$ cat src/rtl/flc_pkg.sv
// Shared types and constants for the fader level deadzone coalescer.
// Used by flc_level, flc_lane and the top level; depends on nothing else.
`default_nettype none

package flc_pkg;

  localparam int CHANNELS_DEF = 11;
  localparam int SAMPLES_DEF  = 8;
  localparam int MAX_SAMPLES  = 8;

  localparam int CH_W    = 4;
  localparam int TIME_W  = 32;
  localparam int SAMP_W  = 16;
  localparam int LEVEL_W = 7;
  localparam int DZ_W    = 7;
  localparam int ES_W    = 6;
  localparam int QUIET_W = 16;
  localparam int CFG_IDX_W  = 2;
  localparam int CFG_DATA_W = 16;

  localparam longint unsigned FULL_SCALE = 65535;
  localparam logic [LEVEL_W-1:0] LEVEL_MAX = 7'd100;

  localparam logic [DZ_W-1:0]    DEADZONE_RST = 7'd2;
  localparam logic [ES_W-1:0]    ENDSTOP_RST  = 6'd1;
  localparam logic [QUIET_W-1:0] QUIET_RST    = 16'd150;

  typedef enum logic [CFG_IDX_W-1:0] {
    REG_DEADZONE = 2'd0,
    REG_ENDSTOP  = 2'd1,
    REG_QUIET    = 2'd2
  } cfg_reg_t;

  typedef struct packed {
    logic [CH_W-1:0]   channel;
    logic [TIME_W-1:0] now_ms;
    logic [SAMP_W-1:0] sample_0;
    logic [SAMP_W-1:0] sample_1;
    logic [SAMP_W-1:0] sample_2;
    logic [SAMP_W-1:0] sample_3;
    logic [SAMP_W-1:0] sample_4;
    logic [SAMP_W-1:0] sample_5;
    logic [SAMP_W-1:0] sample_6;
    logic [SAMP_W-1:0] sample_7;
  } in_item_t;

  typedef struct packed {
    logic [CH_W-1:0]    out_channel;
    logic [LEVEL_W-1:0] level_pct;
  } out_item_t;

  typedef struct packed {
    logic [DZ_W-1:0]    deadzone_pct;
    logic [ES_W-1:0]    endstop_pct;
    logic [QUIET_W-1:0] quiet_ms;
  } cfg_t;

  // A scaled reading as it leaves the level pipeline.
  typedef struct packed {
    logic               valid;
    logic [CH_W-1:0]    channel;
    logic [TIME_W-1:0]  now_ms;
    logic [LEVEL_W-1:0] pct;
  } stage_t;

  typedef struct packed {
    logic               emit;
    logic [LEVEL_W-1:0] level;
  } lane_res_t;

endpackage

`default_nettype wire

$ cat src/rtl/flc_level.sv
// Three-stage pipeline that sums the ADC reads, scales them to a percent and snaps the endstops.
// Depends on flc_pkg.
`default_nettype none

module flc_level #(
  parameter int SAMPLES = flc_pkg::SAMPLES_DEF
) (
  input  wire logic             clk,
  input  wire logic             rst,
  input  wire logic             in_valid,
  output logic                  in_ready,
  input  wire flc_pkg::in_item_t item,
  input  wire flc_pkg::cfg_t     cfg,
  output flc_pkg::stage_t        stage,
  input  wire logic             take
);
  import flc_pkg::*;

  localparam int SUM_W = SAMP_W + $clog2(SAMPLES);
  localparam int X_W   = SUM_W + LEVEL_W;
  localparam int P_W   = SUM_W + 8;
  localparam longint unsigned DIV   = longint'(SAMPLES) * FULL_SCALE;
  // floor(100 * 2^SUM_W / DIV): the estimate is exact or one too small.
  localparam longint unsigned RECIP = (longint'(100) << SUM_W) / DIV;
  localparam logic [X_W-1:0] DIV_V     = X_W'(DIV);
  localparam logic [X_W-1:0] HUNDRED_V = X_W'(100);
  localparam logic [P_W-1:0] RECIP_V   = P_W'(RECIP);

  logic [SAMP_W-1:0] samp [MAX_SAMPLES];
  logic [SUM_W-1:0]  sum_next;

  logic              s1_valid;
  logic [CH_W-1:0]   s1_channel;
  logic [TIME_W-1:0] s1_now;
  logic [SUM_W-1:0]  s1_sum;

  logic               s2_valid;
  logic [CH_W-1:0]    s2_channel;
  logic [TIME_W-1:0]  s2_now;
  logic [SUM_W-1:0]   s2_sum;
  logic [LEVEL_W-1:0] s2_est;

  logic               s3_valid;
  logic [CH_W-1:0]    s3_channel;
  logic [TIME_W-1:0]  s3_now;
  logic [LEVEL_W-1:0] s3_pct;

  logic               s1_free, s2_free, s3_free;
  logic [P_W-1:0]     prod;
  logic [LEVEL_W-1:0] est_next;
  logic [X_W-1:0]     scaled;
  logic [X_W-1:0]     bound;
  logic [LEVEL_W-1:0] est_inc;
  logic [LEVEL_W-1:0] quot;
  logic [LEVEL_W-1:0] pct_next;

  assign samp[0] = item.sample_0;
  assign samp[1] = item.sample_1;
  assign samp[2] = item.sample_2;
  assign samp[3] = item.sample_3;
  assign samp[4] = item.sample_4;
  assign samp[5] = item.sample_5;
  assign samp[6] = item.sample_6;
  assign samp[7] = item.sample_7;

  always_comb begin
    sum_next = '0;
    for (int k = 0; k < SAMPLES; k++) begin
      sum_next = sum_next + SUM_W'(samp[k]);
    end
  end

  assign s3_free  = !s3_valid || take;
  assign s2_free  = !s2_valid || s3_free;
  assign s1_free  = !s1_valid || s2_free;
  assign in_ready = s1_free;

  assign prod     = P_W'(s1_sum) * RECIP_V;
  assign est_next = prod[SUM_W +: LEVEL_W];

  always_comb begin
    scaled  = X_W'(s2_sum) * HUNDRED_V;
    est_inc = s2_est + 7'd1;
    bound   = X_W'(est_inc) * DIV_V;
    quot    = (bound <= scaled) ? est_inc : s2_est;
    if (quot <= LEVEL_W'(cfg.endstop_pct)) begin
      pct_next = '0;
    end else if ((8'(quot) + 8'(cfg.endstop_pct)) >= 8'(LEVEL_MAX)) begin
      pct_next = LEVEL_MAX;
    end else begin
      pct_next = quot;
    end
  end

  always_ff @(posedge clk) begin
    if (rst) begin
      s1_valid <= 1'b0;
      s2_valid <= 1'b0;
      s3_valid <= 1'b0;
    end else begin
      if (s1_free) begin
        s1_valid <= in_valid;
      end
      if (s2_free) begin
        s2_valid <= s1_valid;
      end
      if (s3_free) begin
        s3_valid <= s2_valid;
      end
    end
  end

  always_ff @(posedge clk) begin
    if (s1_free) begin
      s1_channel <= item.channel;
      s1_now     <= item.now_ms;
      s1_sum     <= sum_next;
    end
    if (s2_free) begin
      s2_channel <= s1_channel;
      s2_now     <= s1_now;
      s2_sum     <= s1_sum;
      s2_est     <= est_next;
    end
    if (s3_free) begin
      s3_channel <= s2_channel;
      s3_now     <= s2_now;
      s3_pct     <= pct_next;
    end
  end

  assign stage.valid   = s3_valid;
  assign stage.channel = s3_channel;
  assign stage.now_ms  = s3_now;
  assign stage.pct     = s3_pct;

endmodule

`default_nettype wire

$ cat src/rtl/flc_lane.sv
// One channel's hysteresis state and its move and emit decision.
// Depends on flc_pkg.
`default_nettype none

module flc_lane #(
  parameter int IDX = 0
) (
  input  wire logic            clk,
  input  wire logic            rst,
  input  wire flc_pkg::stage_t  stage,
  input  wire flc_pkg::cfg_t    cfg,
  input  wire logic            commit,
  output flc_pkg::lane_res_t    res
);
  import flc_pkg::*;

  logic [LEVEL_W-1:0] sent_level;
  logic               never_sent;
  logic [LEVEL_W-1:0] target_level;
  logic [TIME_W-1:0]  last_move_time;
  logic               pending;

  logic               hit;
  logic [LEVEL_W-1:0] diff;
  logic               moved;
  logic [TIME_W-1:0]  elapsed;
  logic               emit;

  always_comb begin
    hit     = stage.valid && (stage.channel == CH_W'(IDX));
    diff    = (stage.pct >= sent_level) ? (stage.pct - sent_level) : (sent_level - stage.pct);
    moved   = (never_sent && !pending) || (diff > cfg.deadzone_pct);
    elapsed = stage.now_ms - last_move_time;
    // A move restamps the time, so it can never be emitted in the same item.
    emit    = hit && !moved && pending && (elapsed > TIME_W'(cfg.quiet_ms));
  end

  assign res.emit  = emit;
  assign res.level = target_level;

  always_ff @(posedge clk) begin
    if (rst) begin
      sent_level     <= '0;
      never_sent     <= 1'b1;
      target_level   <= '0;
      last_move_time <= '0;
      pending        <= 1'b0;
    end else if (hit && commit) begin
      if (moved) begin
        target_level   <= stage.pct;
        last_move_time <= stage.now_ms;
        pending        <= 1'b1;
      end else if (emit) begin
        sent_level <= target_level;
        never_sent <= 1'b0;
        pending    <= 1'b0;
      end
    end
  end

endmodule

`default_nettype wire

$ cat src/rtl/fader_level_deadzone_coalescer.sv
// Fader level coalescer: averages a channel's ADC reads to a percent, applies
// endstop snapping, a deadzone around the last sent level and a quiet time
// before a settled level is reported. It takes one item per cycle while not
// stalled; an item passes the three scaling stages (sum, reciprocal multiply,
// correction and snap) and its result is then registered in the output
// register. Each channel has its own lane of state flops, so items of the
// same channel may follow each other without a gap. A held result stalls
// the pipeline only when the next item also produces a result.
// Depends on flc_pkg, flc_level and flc_lane.
`default_nettype none

module fader_level_deadzone_coalescer #(
  parameter int CHANNELS = flc_pkg::CHANNELS_DEF,
  parameter int SAMPLES  = flc_pkg::SAMPLES_DEF
) (
  input  wire logic                                  clk,
  input  wire logic                                  rst,
  input  wire logic                                  sample_valid,
  output logic                                       sample_ready,
  input  wire flc_pkg::in_item_t                      samples,
  output logic                                       level_valid,
  input  wire logic                                  level_ready,
  output flc_pkg::out_item_t                          level,
  input  wire logic                                  cfg_valid,
  output logic                                       cfg_ready,
  input  wire logic [flc_pkg::CFG_IDX_W-1:0]          cfg_index,
  input  wire logic [flc_pkg::CFG_DATA_W-1:0]         cfg_data
);
  import flc_pkg::*;

  cfg_t      cfg;
  stage_t    stage;
  logic      take;
  logic      out_free;
  lane_res_t lane_res [CHANNELS];
  logic [CHANNELS-1:0] emit_vec;
  logic               any_emit;
  logic [LEVEL_W-1:0] merged_level;

  assign cfg_ready = 1'b1;

  always_ff @(posedge clk) begin
    if (rst) begin
      cfg.deadzone_pct <= DEADZONE_RST;
      cfg.endstop_pct  <= ENDSTOP_RST;
      cfg.quiet_ms     <= QUIET_RST;
    end else if (cfg_valid) begin
      case (cfg_index)
        REG_DEADZONE: cfg.deadzone_pct <= cfg_data[DZ_W-1:0];
        REG_ENDSTOP:  cfg.endstop_pct  <= cfg_data[ES_W-1:0];
        REG_QUIET:    cfg.quiet_ms     <= cfg_data[QUIET_W-1:0];
        default: ;
      endcase
    end
  end

  flc_level #(
    .SAMPLES(SAMPLES)
  ) u_level (
    .clk     (clk),
    .rst     (rst),
    .in_valid(sample_valid),
    .in_ready(sample_ready),
    .item    (samples),
    .cfg     (cfg),
    .stage   (stage),
    .take    (take)
  );

  for (genvar c = 0; c < CHANNELS; c++) begin : g_lane
    flc_lane #(
      .IDX(c)
    ) u_lane (
      .clk   (clk),
      .rst   (rst),
      .stage (stage),
      .cfg   (cfg),
      .commit(take),
      .res   (lane_res[c])
    );
    assign emit_vec[c] = lane_res[c].emit;
  end

  // Only the lane that owns the item's channel can emit, so an OR merges them.
  always_comb begin
    merged_level = '0;
    for (int c = 0; c < CHANNELS; c++) begin
      merged_level = merged_level | (lane_res[c].emit ? lane_res[c].level : '0);
    end
  end

  assign any_emit = |emit_vec;
  assign out_free = !level_valid || level_ready;
  assign take     = stage.valid && (!any_emit || out_free);

  always_ff @(posedge clk) begin
    if (rst) begin
      level_valid <= 1'b0;
    end else if (out_free) begin
      level_valid <= stage.valid && any_emit;
    end
  end

  always_ff @(posedge clk) begin
    if (out_free && any_emit) begin
      level.out_channel <= stage.channel;
      level.level_pct   <= merged_level;
    end
  end

  a_one_lane: assert property (@(posedge clk) disable iff (rst) $onehot0(emit_vec))
    else $error("more than one lane emitted for a single item");

  a_level_range: assert property (@(posedge clk) disable iff (rst)
      level_valid |-> (level.level_pct <= LEVEL_MAX))
    else $error("reported level above full scale");

  a_out_source: assert property (@(posedge clk) disable iff (rst)
      $rose(level_valid) |-> $past(stage.valid && any_emit))
    else $error("result appeared without an emitting item");

  a_emit_channel: assert property (@(posedge clk) disable iff (rst)
      any_emit |-> (32'(stage.channel) < CHANNELS))
    else $error("emit for a channel outside the configured range");

endmodule

`default_nettype wire
$ cat config.mk
export PLATFORM = sky130hd
export DESIGN_NAME = fader_level_deadzone_coalescer
export DESIGN_NICKNAME = d
export VERILOG_FILES = /design/src/rtl/flc_pkg.sv /design/src/rtl/flc_level.sv /design/src/rtl/flc_lane.sv /design/src/rtl/fader_level_deadzone_coalescer.sv
export SDC_FILE = /design/constraint.sdc
export NUM_CORES = 2
export LEC_CHECK = 0
export CAP_MARGIN = 25
export CORE_ASPECT_RATIO = 0.8
export CORE_MARGIN = 2
export CORE_UTILIZATION = 50
export DETAILED_ROUTE_END_ITERATION = 7
export DONT_BUFFER_PORTS = 1
export GPL_TIMING_DRIVEN = 0
export HOLD_SLACK_MARGIN = 0.03
export SETUP_SLACK_MARGIN = 0.2
export SKIP_LAST_GASP = 1
export SYNTH_ARGS = -nofsm -noshare
export SYNTH_HDL_FRONTEND = slang
export SYNTH_HIERARCHICAL = 1
export SYNTH_SLANG_ARGS = --single-unit
$ cat constraint.sdc
create_clock -name clk -period 22.2 [get_ports clk]
set_clock_uncertainty 0.2 [all_clocks]
set_input_delay 3.33 -clock clk [delete_from_list [all_inputs] [get_ports clk]]
set_output_delay 3.33 -clock clk [all_outputs]
set_load 0.01 [all_outputs]
Yosys cells after proc, flatten, opt, wreduce, memory -nomap -nowiden
Cells that the tools add are included.
{ "classes": {"addsub": 42, "magnitude_cmp": 36, "n_mux": 46, "multipliers": 3, "reduce_logical": 163, "eq_ne": 12, "n_bitwise": 21} }
{ "op_table": {"columns": ["cell", "n"], "rows": [
  ["greater-than comparator 32 x 16 -> 1 bit", 11],
  ["subtractor 32 bit", 11],
  ["two-way mux 7 bit", 24],
  ["subtractor 7 bit", 22],
  ["adder 19 x 16 -> 19 bit", 6],
  ["greater-or-equal comparator 7 bit", 11],
  ["greater-than comparator 7 bit", 11],
  ["bitwise OR 7 bit", 10],
  ["logical AND 1 bit", 69],
  ["AND reduction 2 bit", 25],
  ["multiplier 19 x 5 -> 24 bit, second input constant", 2],
  ["AND reduction 3 bit", 11],
  ["logical NOT 1 bit", 27],
  ["<= comparator 26 bit", 1],
  ["multiplier 7 x 16 -> 23 bit, second input constant", 1],
  ["two-way mux 1 bit", 22],
  ["nonzero test 2 bit", 11],
  ["adder 16 x 16 -> 17 bit", 1],
  ["equality test 4 x 3 -> 1 bit, second input constant", 4],
  ["logical OR 1 bit", 16],
  ["equality test 4 bit, second input constant", 3],
  ["NOT 1 bit", 11],
  ["OR reduction 11 bit", 1],
  ["adder 7 x 6 -> 8 bit", 1],
  ["other kinds (10)", 11]
]} }
{ "word_totals": {"inputBits": 187, "register_bits": 732, "output_inout_bits": 14, "elab_cells": 398} }

Longest topological paths before layout
{ "depth": {"depth_word": 19, "mapped_depth": 46, "depth_no_buf": 46} }

Cells and area by module
The synthesis kept the hierarchy.
{ "by_module_without_submodules": {"columns": ["mod", "area_per_inst_um2", "instances", "cells_per_inst"], "rows": [
  ["flc_lane at g_lane[10].u_lane ...", 4885.9, 3, 667],
  ["flc_level", 14158.6, 1, 1248],
  ["flc_lane at g_lane[1].u_lane", 5126.2, 1, 714],
  ["flc_lane at g_lane[7].u_lane", 5123.7, 1, 682],
  ["flc_lane at g_lane[8].u_lane", 5121.2, 1, 682],
  ["flc_lane at g_lane[0].u_lane", 5083.6, 1, 685],
  ["flc_lane at g_lane[3].u_lane", 5079.9, 1, 685],
  ["flc_lane at g_lane[4].u_lane", 5076.1, 1, 685],
  ["flc_lane at g_lane[9].u_lane", 5011.1, 1, 642],
  ["flc_lane at g_lane[2].u_lane", 4978.5, 1, 689],
  ["fader_level_deadzone_coalescer", 1923.1, 1, 192]
]} }

Least setup slack after synthesis
No wires, ideal clock.
{ "synth_path": {"path_kind": "reg-to-output", "from": "register u_level.s3_pct[1]", "to": "output sample_ready", "t_required_ns": 18.670, "t_arrival_ns": 7.601, "stages_incl_launch_ff": 26, "setup_slack_ns": 11.069, "cell_sequence": "edfxtp_1 > inv_1 > ha_1 > a21o_1 > a21o_1 > a21oi_1 > o21ai_0 > a21oi_1 > buf_1 > mux2_2 > a221oi_1 > o21ai_0 > xor2_1 > ha_1 > nand3_1 > o21ai_0 > o21a_1 > nor3_1 > buf_4 > buf_2 > nor4_4 > nand3_1 > a21boi_1 > nor2b_1 > and2_1 > nand2_1"} }
{ "synth_via": {"elab_chain_cells": 15, "word_cells_on_any_way": 117, "classes_between": "22 x add/sub; 22 x order compare; 11 x mux; 62 x reduce/logical"} }
{ "synth_lines": {"columns": ["item", "line", "rtl"], "rows": [
  ["start, declared", "flc_level.sv:46", "logic [LEVEL_W-1:0] s3_pct;"],
  ["start signal, assigned", "flc_level.sv:128", "s3_pct <= pct_next;"],
  ["subtractor 7 bit or greater-or-equal comparator 7 bit (tied branches)", "flc_lane.sv:31", "diff = (stage.pct >= sent_level) ? (stage.pct - sent_level) : (sent_level - stage.pct);"],
  ["two-way mux 7 bit (*)", "flc_lane.sv:31", null],
  ["greater-than comparator 7 bit (*)", "flc_lane.sv:32", "moved = (never_sent && !pending) || (diff > cfg.deadzone_pct);"],
  ["logical OR 1 bit (*)", "flc_lane.sv:32", null],
  ["logical NOT 1 bit (*)", "flc_lane.sv:35", "emit = hit && !moved && pending && (elapsed > TIME_W'(cfg.quiet_ms));"],
  ["logical AND 1 bit (*) (3 in a row)", "flc_lane.sv:35", null],
  ["named net g_lane[9].u_lane.emit", "flc_lane.sv:27", "logic emit;"],
  ["OR reduction 11 bit (*)", "fader_level_deadzone_coalescer.sv:92", "assign any_emit = |emit_vec;"],
  ["logical NOT 1 bit (*)", "fader_level_deadzone_coalescer.sv:94", "assign take = stage.valid && (!any_emit || out_free);"],
  ["logical OR 1 bit (*)", "fader_level_deadzone_coalescer.sv:94", null],
  ["logical AND 1 bit (*)", "fader_level_deadzone_coalescer.sv:94", null],
  ["named net take", "fader_level_deadzone_coalescer.sv:33", "logic take;"],
  ["logical OR 1 bit (*)", "flc_level.sv:73", "assign s3_free = !s3_valid || take;"],
  ["logical OR 1 bit (*)", "flc_level.sv:74", "assign s2_free = !s2_valid || s3_free;"],
  ["logical OR 1 bit (*)", "flc_level.sv:75", "assign s1_free = !s1_valid || s2_free;"],
  ["end, declared", "fader_level_deadzone_coalescer.sv:19", "output logic sample_ready,"]
]} }
Mark *: on every way through the listed nets, which the timed path passes. The rest lies on a longest branch.

Final worst setup path
{ "layout_path": {"from": "register u_level.s3_now[0]", "to": "output sample_ready"} }
{ "layout_via": {"elab_chain_cells": 10, "word_cells_on_any_way": 40, "classes_between": "11 x add/sub; 11 x order compare; 18 x reduce/logical"} }
{ "layout_lines": {"columns": ["item", "line", "rtl"], "rows": [
  ["start, declared", "flc_level.sv:45", "logic [TIME_W-1:0] s3_now;"],
  ["start signal, assigned", "flc_level.sv:127", "s3_now <= s2_now;"],
  ["subtractor 32 bit", "flc_lane.sv:33", "elapsed = stage.now_ms - last_move_time;"],
  ["greater-than comparator 32 x 16 -> 1 bit", "flc_lane.sv:35", null],
  ["logical AND 1 bit", "flc_lane.sv:35", null],
  ["named net g_lane[10].u_lane.emit", "flc_lane.sv:27", null],
  ["OR reduction 11 bit", "fader_level_deadzone_coalescer.sv:92", null],
  ["logical NOT 1 bit", "fader_level_deadzone_coalescer.sv:94", null],
  ["logical OR 1 bit", "fader_level_deadzone_coalescer.sv:94", null],
  ["logical AND 1 bit", "fader_level_deadzone_coalescer.sv:94", null],
  ["named net take", "fader_level_deadzone_coalescer.sv:33", null],
  ["logical OR 1 bit", "flc_level.sv:73", null],
  ["logical OR 1 bit", "flc_level.sv:74", null],
  ["logical OR 1 bit", "flc_level.sv:75", null]
]} }
The timed path passes the listed nets, and every way through them passes these cells.

==> results.md <==
- Die area: between 0.1 and 0.15 sq mm
- Flop-to-flop setup slack: 11.44 ns
- Tmin final: 12.83 ns
- Initial core utilization: roughly half
- Routed len/inst: between 20 and 25 um
- Hold_buf cts: 0
- Gr usage total: between 30% and 40%
- CTS HTree Levels: 3
- Clk sinks: roughly 730
- Worst-path clk slew: 0.06 ns
- Die W: between 400 and 500 um
- Max_slew headroom: a little over a fifth
- Syn nets: 10200
- DRC viols: 4
- Global-route congestion overflow total: 0
- Commonest non-fill, non-tap cell in the layout: inv_1
- Ys flop type: dfxtp_1
- DP HPWL: approximately 180 mm
- Worst endpoint required time: about 19 ns
- Hold_sp: u_level/s1_now[27]
- Failing checks: design-rule violations
- Commonest non-fill, non-tap cells in the layout: inv_1, nand2_1, a21oi_1
- DR vias/cell: just under 6
- # nets final: around 10000
- CORE AREA: between 0.1 and 0.15 sq mm
- Area Growth Syn to Fin: 10.6%
- Async SR Flop Fraction: 0%
- Worst slew pin tran: between 1 and 1.5 ns
- Boundary pin count: 201
- Clk_lat worst skew: a little over 0.7 ns
- Pre-antenna DRT Iters: 8
- Cts repair resizes: 0
- YS warnings: 6
- Antenna Cells: 0
- FF-to-FF End: u_level/s3_pct[1]
- Unrepaired setup endpoints after global routing: false
- Port buffer count: 0
- Hold Fails Final Rpt: 0
- CTS tree: yes
- WHS Path Cells: 0
- Postcts setup bufs: 0
- Arrival time worst endpoint: between 9 and 10 ns
- Setup TNS: 0 ns
- Reg2reg path depth: between 40 and 50
- Total CTS buffers: 87
- First-pass GRT wire length: around 350 mm
- Maxcap violations: 0
- Die Ht: ~340 um
- Max Clock Freq: ~78 MHz
- Tcrit/Tclk final: approximately 58%
- Via count: between 60000 and 70000
- Seq/Total Area, Yosys: between 20% and 30%
- Count of final setup violators: 0
- Antenna-violating nets left: 0
- Max-slew violations: 0
- Vias in the first global route: slightly above 60000
- Crit path max fanout: 36
- Post-route cell area: ~0.08 sq mm
- Post-Syn Instances: 8905
- Hold Crit Endpoint: u_level/s2_now[27]
- Synth cell types: 147
- Crit end category: primary output
- Cell area after synthesis: just over 0.07 sq mm
- Critical path class: reg -> out
- Fillers: about 13000
- Ratio of cells with drive above 1 in the final layout: 7.30%
- Hold Crit Class: reg -> reg
- Worst r2r src: u_level/s2_est[0]
- Placer Congestion: roughly 0.94
- Post-Place Cell Area: 0.0759 sq mm
- Total wire length: between 200 and 250 mm
- Avg Cell Area, Syn: 8.01 sq um
- Synthesized flop and latch total: 732
- Largest net degree at the start of global routing: 63
- 1st-iter DRT viols: between 5000 and 6000
- Longest Clk Path Bufs: 3
- Post-synth EDFFs: ~170
- Status: finished with violations
- Core Util, Final: a little under three fifths
- CTS root buffer: clkbuf_16
- CP Launch Type: register
- Num rows: about 120
- Antenna violations before repair: 10
area by class of cell:
type | count | area, sq um | share of cell area [%]
inverters | 1212 | 4550 | 5.77
repair buffers | 85 | 2170 | 2.75
clock inverters | 48 | 554 | 0.703
flip-flops and latches | 732 | 16400 | 20.8
clock buffers | 114 | 2440 | 3.10
multi-input cells | 6665 | 48700 | 61.8
well taps | 1875 | 2350 | 2.97
plain buffers | 296 | 1720 | 2.19
worst max-delay path by stage:
stage               depth (start not counted)      endpoint              start
floorplan                                  25  sample_ready  u_level/s3_pct[1]
global placement                           25  sample_ready  u_level/s3_now[1]
detailed placement                         27  sample_ready  u_level/s3_now[0]
CTS                                        27  sample_ready  u_level/s3_now[0]
global route                               27  sample_ready  u_level/s3_now[0]
finish                                     27  sample_ready  u_level/s3_now[0]
state kept, by name (all words and copies together) (netlist names), 19 cells and up:
signal / count
u_level/s1_sum: 19
g_lane.u_lane/sent_level: 77
u_level/s3_now: 32
cfg: 29
g_lane.u_lane/target_level: 77
g_lane.u_lane/last_move_time: 352
u_level/s2_now: 32
u_level/s2_sum: 19
u_level/s1_now: 32
worst max-delay path, cell delays in order, from the launching register on:
cell and delay [ns]:
edfxtp_1 0.89, inv_1 0.11, ha_1 0.27, fa_1 0.40, nand2b_1 0.18, a21oi_1 0.28
o21ai_0 0.14, nand2_1 0.11, a21oi_1 0.08, o21bai_1 0.18, xor2_1 0.11, ha_1 0.29
nand4_1 0.14, or4_2 0.59, o21ai_0 0.18, nand4_1 0.14, or4_4 0.58, nor4_1 0.96
nor3_1 0.15, buf_4 0.20, clkbuf_1 0.24, nor4_4 0.32, nand3_1 0.21, a21boi_4 0.56
nor2b_1 0.17, and2_1 0.27, nand2_2 0.49, buf_12 0.29
logic make-up after synthesis:
logic type | count (synthesis) | share of synthesized area, %
compound gates | 2346 | 20.9
simple gates | 2591 | 17.8
mux | 273 | 3.88
other cells | 1 | 0.00526
fa+ha+maj | 1126 | 21.6
buf+inv | 1508 | 8.79
xor+xnor | 328 | 4.05
flops | 732 | 22.9
synth_stat cells, types with 32 or more instances:
library cell | number | share of area (%)
o21a_1 | 104 | 1.1
xor2_1 | 99 | 1.2
nand3_1 | 144 | 1.0
nor2b_1 | 78 | 0.68
nand2b_1 | 97 | 0.85
nand2_1 | 1114 | 5.9
o21ai_0 | 332 | 2.3
a21oi_1 | 1000 | 7.0
nor3_1 | 106 | 0.74
o211ai_1 | 66 | 0.69
buf_2 | 34 | 0.24
a21o_1 | 158 | 1.7
a211oi_1 | 68 | 0.72
xnor2_1 | 227 | 2.8
nor2_1 | 486 | 2.6
edfxtp_1 | 171 | 7.2
dfxtp_1 | 561 | 16
nand4_1 | 126 | 1.1
clkbuf_1 | 179 | 0.94
a21boi_0 | 32 | 0.34
a31oi_1 | 53 | 0.46
inv_1 | 1211 | 6.4
mux2i_1 | 246 | 3.5
and2_1 | 41 | 0.36
fa_1 | 172 | 4.8
or3_1 | 38 | 0.33
and3_1 | 52 | 0.46
o21bai_1 | 62 | 0.65
or2b_2 | 48 | 0.59
ha_1 | 954 | 17
o21ai_1 | 45 | 0.32
metal layers:
layer | up-vias | GRT usage (%) | part of all wire [%]
met5 | - | 0 | 0
met4 | 0 | 7.63 | 2.7
met3 | 279 | 5.10 | 7.8
met2 | 2063 | 46.8 | 42
met1 | 30600 | 45.5 | 48
li1 | 31300 | - | -
stage by stage:
step / worst slack, ns / hold WS, ns / std cells
2_1_floorplan: 11.07 / 0.200 / 8905
3_3_place_gp: 6.68 / 0.202 / 10800
3_5_place_dp: 10.41 / 0.205 / 10900
4_1_cts: 9.61 / 0.217 / 11000
5_1_grt: 9.11 / 0.218 / 11000
6_report: 9.37 / 0.218 / 11000
Power is left out: the tool's default activity adds up to more than one toggle a clock period on the data nets, which glitch-free logic cannot reach.
